--- src/hw/rtl/int8_max_pool_2d_defines.svh ---
// Assertion macros for the int8 max pooling block.
// Expects clk_i and rst_ni in the scope of each use.
`ifndef INT8_MAX_POOL_2D_DEFINES_SVH
`define INT8_MAX_POOL_2D_DEFINES_SVH

`define I8MP_ASSERT(name, prop, msg) \
  name: assert property (@(posedge clk_i) disable iff (!rst_ni) prop) \
    else $error(msg);

`define I8MP_ASSERT_IMPLIES(name, cond, expr, msg) \
  `I8MP_ASSERT(name, (cond) |-> (expr), msg)

`endif

--- src/hw/rtl/i8mp_ram.sv ---
// Generic single-write, single-read RAM with registered read data.
// No dependencies.
module i8mp_ram #(
  parameter int unsigned Width = 8,
  parameter int unsigned Depth = 256
) (
  input  logic                     clk_i,
  input  logic                     we_i,
  input  logic [$clog2(Depth)-1:0] waddr_i,
  input  logic [Width-1:0]         wdata_i,
  input  logic                     re_i,
  input  logic [$clog2(Depth)-1:0] raddr_i,
  output logic [Width-1:0]         rdata_o
);

  logic [Width-1:0] mem_q [Depth];
  logic [Width-1:0] rdata_q;

  always_ff @(posedge clk_i) begin
    if (we_i) begin
      mem_q[waddr_i] <= wdata_i;
    end
    if (re_i) begin
      rdata_q <= mem_q[raddr_i];
    end
  end

  assign rdata_o = rdata_q;

endmodule

--- config.mk ---
export PLATFORM = sky130hd
export DESIGN_NAME = i8mp_ram
export DESIGN_NICKNAME = d
export VERILOG_FILES = /design/src/hw/rtl/int8_max_pool_2d_defines.svh /design/src/hw/rtl/i8mp_ram.sv
export SDC_FILE = /design/constraint.sdc
export NUM_CORES = 2
export LEC_CHECK = 0
export BUFFER_PORTS_ARGS = -buffer_cell sky130_fd_sc_hd__buf_2
export CORE_UTILIZATION = 35
export CTS_CLUSTER_DIAMETER = 150
export CTS_CLUSTER_SIZE = 24
export DETAILED_ROUTE_END_ITERATION = 12
export PLACE_DENSITY_LB_ADDON = 0.1
export SLEW_MARGIN = 20
export SYNTH_ARGS = -nofsm -noshare
export SYNTH_HDL_FRONTEND = slang
export SYNTH_SLANG_ARGS = --single-unit
--- constraint.sdc ---
create_clock -name clk_i -period 2.03 [get_ports clk_i]
set_input_delay 0.1015 -clock clk_i [delete_from_list [all_inputs] [get_ports clk_i]]
set_output_delay 0.1015 -clock clk_i [all_outputs]
set_load 0.02 [all_outputs]
* Yosys cells after proc, flatten, opt, wreduce, memory -nomap -nowiden
Memories as Yosys holds them, arrays and structs flattened. A register that Yosys moved wholly into a read port is not among the register bits.
Cells that the tools add are included.
** Word-level totals
- RAM bits :: 2048
- Bits in registers :: 0
- Input bits :: 27
- Output and inout port bits :: 8
- Word-level logic and storage cells :: 3
- Memories kept :: 1
** Memory list
- mem_q :: depth 256, width 8, read ports 1, clocked after memory_dff 1, wr ports 1, line i8mp_ram.sv:16 : logic [Width-1:0] mem_q [Depth];
** Cells by class
- Multiplexer cells :: 2
** Operators with widths (number)
- $mux 1 :: 2

* Depth between registers and ports, before layout
- Depth in word-level cells :: 2
- Depth in mapped cells :: 11
- Gate-level depth less buffers :: 6

* Least setup slack after synthesis
Ideal clock, no wire load.
- Kind :: input -> register
- From :: input raddr_i[0]
- To :: register rdata_q[2], in the netlist rdata_o[2] (read register of mem_q) (data pin)
- Data arrival time :: 1909 ps
- Setup slack :: -148 ps
- Library setup time :: 269 ps
- Stages on the path :: 9
- Cell sequence :: buf_6 buf_12 buf_8 buf_2 mux4_2 a22oi_1 a21oi_1 nor4_1 nor4_2
** RTL lines
- start, declared :: line i8mp_ram.sv:12 : input logic [$clog2(Depth)-1:0] raddr_i,
- end, declared :: line i8mp_ram.sv:17 : logic [Width-1:0] rdata_q;

==> results.toml <==
[critical_path]
cpMostUsedCell = "mux4_2"
arrival_ns = 2.93
worstPathMaxFanout = 2
path_cells = "mux4_2 > mux4_2 > nor2b_4 > nor4_4 > buf_6 > nor4_2"
worst-path-buf-inv = 1
cp_slowest_stage_delay_ns = 0.58
cp_slowest_cell = "mux4_2"
crit_start = "mem_q[83][7]"
path_delay_family = "multiplexers"
end_kind = "register"
critPathLaunchType = "register"
rr_startpoint = "mem_q[83][7]"
cp.required_ns = 2.56
setup.worst_path.class = "register to register"

[pwr]
power_leakage_uw = 0.0296
intPower_uw = 57800
p_seq_share_pct = 63.0
p_total_uw = 74300
p_clk_share_pct = 29.7
swShare_pct = 22.2
p_comb_share_pct = 7.4
cellPowerDensity_nw_per_um2 = 797
p_switching_uw = 16500
ir_drop_mv = 0.626

[die]
die_h_um = 479
die_area_um2 = 229000
fp-row-count = 174
core_area_um2 = 226000
die_w_um = 479
ioPinCount = 35
start_util_pct = 35.3

[global_route]
grt_pass1_vias = 40800
grt_pass1_wl_um = 320000
antenna_found_initial = 15
grt.total_usage_pct = 19.7
overflow = 0
grt_max_degree = 78

[cts]
htreeDepth = 3
cts.path.max_buffers = 3
cts_tree = "done"
clock_sinks = 2056
root_buffer = "clkbuf_16"
path_clk_slew_ns = 0.10
numCtsBuffers = 96
clk_latency_ns = 0.78

[drt]
wl_um = 227000
drt-pass1-iter-count = 5
vias = 39670
antenna_left = 0
drc = 0
vias_per_cell = 5.31
drtIter0Drc = 3785
wl_per_cell_um = 30.4

[logic_synthesis]
ys_seq_area_share_pct = 77.5
synth_nets = 3760
ys_types = 54
syn_inst = 3733
synth_area_per_cell_um2 = 21.3
synth.ff_latch_count = 2056
netlist_area_um2 = 79600
synth-async-reset-ratio_pct = 0
synth_edf_count = 2056
ys.flop_type = "edfxtp_1"
yosys_warnings = 0

[final_layout]
drive_gt1_share_pct = 33.6
layout_common_cells = "edfxtp_1 (2,056), buf_4 (694), mux4_2 (455)"
area_growth_pct = 17.1
fin_nets = 4490
fill_cells = 20138
layout_commonest_cell = "edfxtp_1"

[sta]
setup_slack_ns = -0.364
finalHoldViolCount = 0
setup_viol_count_final = 8
maxSlewViolCount = 0
max_freq_mhz = 418
fin_crit_sh_pct = 118
rsz0062_at_grt = "true"
finalClockSkew_ns = 0.0371
holdWs_ns = 0.0836
period_minus_slack_ns = 2.39
tightest_slew_ns = 0.948
max-slew-margin-rel_pct = 36.8

[job]
maxCapViolCount = 0

[placed_design]
hpwl_um = 152000
io_buffers = 34
place_congestion = 0.806

[status]
status = "finished, violations left"
violations = "setup timing"

[worst_hold_path]
min_from = "waddr_i[4]"
hold_class = "input port to register"
[registers in the layout, summed over array words and instances (netlist names)]
signal,flops
mem_q,2048
rdata_o,8
[metrics by stage]
stage	instances	utilization [%]	setup WS, ns	cell area (um^2)	setup TNS, ns
detailed placement	7349	40.0	-1.25	90200	-8.48
global placement	7349	40.0	-1.27	90200	-8.53
CTS	7463	41.3	-0.389	93100	-2.64
finish	7471	41.3	-0.364	93300	-2.51
global route	7467	41.3	-0.399	93300	-2.84
floorplan	3733	-	-0.0289	79900	-0.153
[synthesized netlist by cell type, types with 2 or more instances]
library cell	instances	area, um^2
o22a_1	5	43.8
nor4_1	24	150
clkbuf_1	111	417
nor2_1	282	1060
or2_2	4	25.0
edfxtp_1	2056	61700
o21ai_0	10	50.1
a211oi_1	16	120
buf_1	22	82.6
a22oi_1	133	998
mux4_1	2	52.6
nand3_1	34	170
nor3_1	22	110
and2_1	6	37.5
o221ai_1	46	403
nand3b_1	2	15.0
o21ai_1	2	10.0
o211ai_1	10	75.1
a31oi_1	2	12.5
buf_4	27	203
a2111oi_1	2	20.0
buf_2	31	155
o22ai_1	28	175
nand4_1	10	62.6
nand2b_1	8	50.1
nand2_1	33	124
buf_6	21	236
a221oi_1	13	114
buf_8	13	195
a311oi_1	2	17.5
a22o_1	8	70.1
nor2b_1	31	194
nor4_2	3	37.5
buf_12	8	160
o32ai_1	4	35.0
mux2i_1	134	1340
mux4_2	454	10200
a2111oi_0	2	17.5
and3b_1	2	17.5
a21oi_1	96	480
[cell type report]
| type | count | area, um^2 | share of cell area (%) |
|---|---|---|---|
| Antenna cell | 8 | 20.0 | 0.0215 |
| Multi-Input combinational cell | 1442 | 17000 | 18.2 |
| Sequential cell | 2056 | 61700 | 66.2 |
| Timing Repair Buffer | 865 | 8150 | 8.74 |
| Clock inverter | 7 | 118 | 0.126 |
| Tap cell | 2992 | 3740 | 4.01 |
| Inverter | 2 | 7.51 | 0.00805 |
| Clock buffer | 99 | 2480 | 2.66 |
[power by group through the flow]
stage          clock network [uW]  logic, uW  registers, uW
2_1_floorplan                   0       2340          47800
3_3_place_gp                    0       5450          47800
3_5_place_dp                    0       5460          47800
4_1_cts                     22800       5570          46800
5_1_grt                     23900       5810          46800
6_report                    22000       5490          46800
[metal layers]
metal  global-route usage (%)  part of all wire, %  vias up
met5                        0                    0        -
met4                     3.50                  1.6        0
met3                     2.15                  3.8      154
met2                     32.8                   49      826
met1                     28.3                   45    21683
li1                         -                    -    17007
[final timing paths]
check / cells past startpoint / to / slack, ns
max: 6 / rdata_o[7] / -0.36
min: 4 / mem_q[117][7] / 0.08
max reg2reg: 6 / rdata_o[7] / -0.36
min reg2reg: 8 / rdata_o[3] / 1.18
[worst register-to-register path, cell delays in order, from the launching register on]
cell and delay, ns:
edfxtp_1 0.37, mux4_2 0.51, mux4_2 0.58, nor2b_4 0.18, nor4_4 0.29, buf_6 0.19
nor4_2 0.05
[timing repair]
item,in CTS,in global routing
endpoints found under the hold margin,978,0
setup endpoints to repair,8,8
hold buffers,9,0
pin swaps,11,11
setup buffers,0,0
gates resized for setup,48,22
[cells by family after synthesis]
logic type	Yosys count	share of synthesized area, %
AND/OR/NAND/NOR	466	2.63
AO/OA/AOI/OAI	385	3.42
flip-flops	2056	77.5
multiplexers	591	14.6
buffers and inverters	235	1.83
Power figures use the tool's default switching activity.
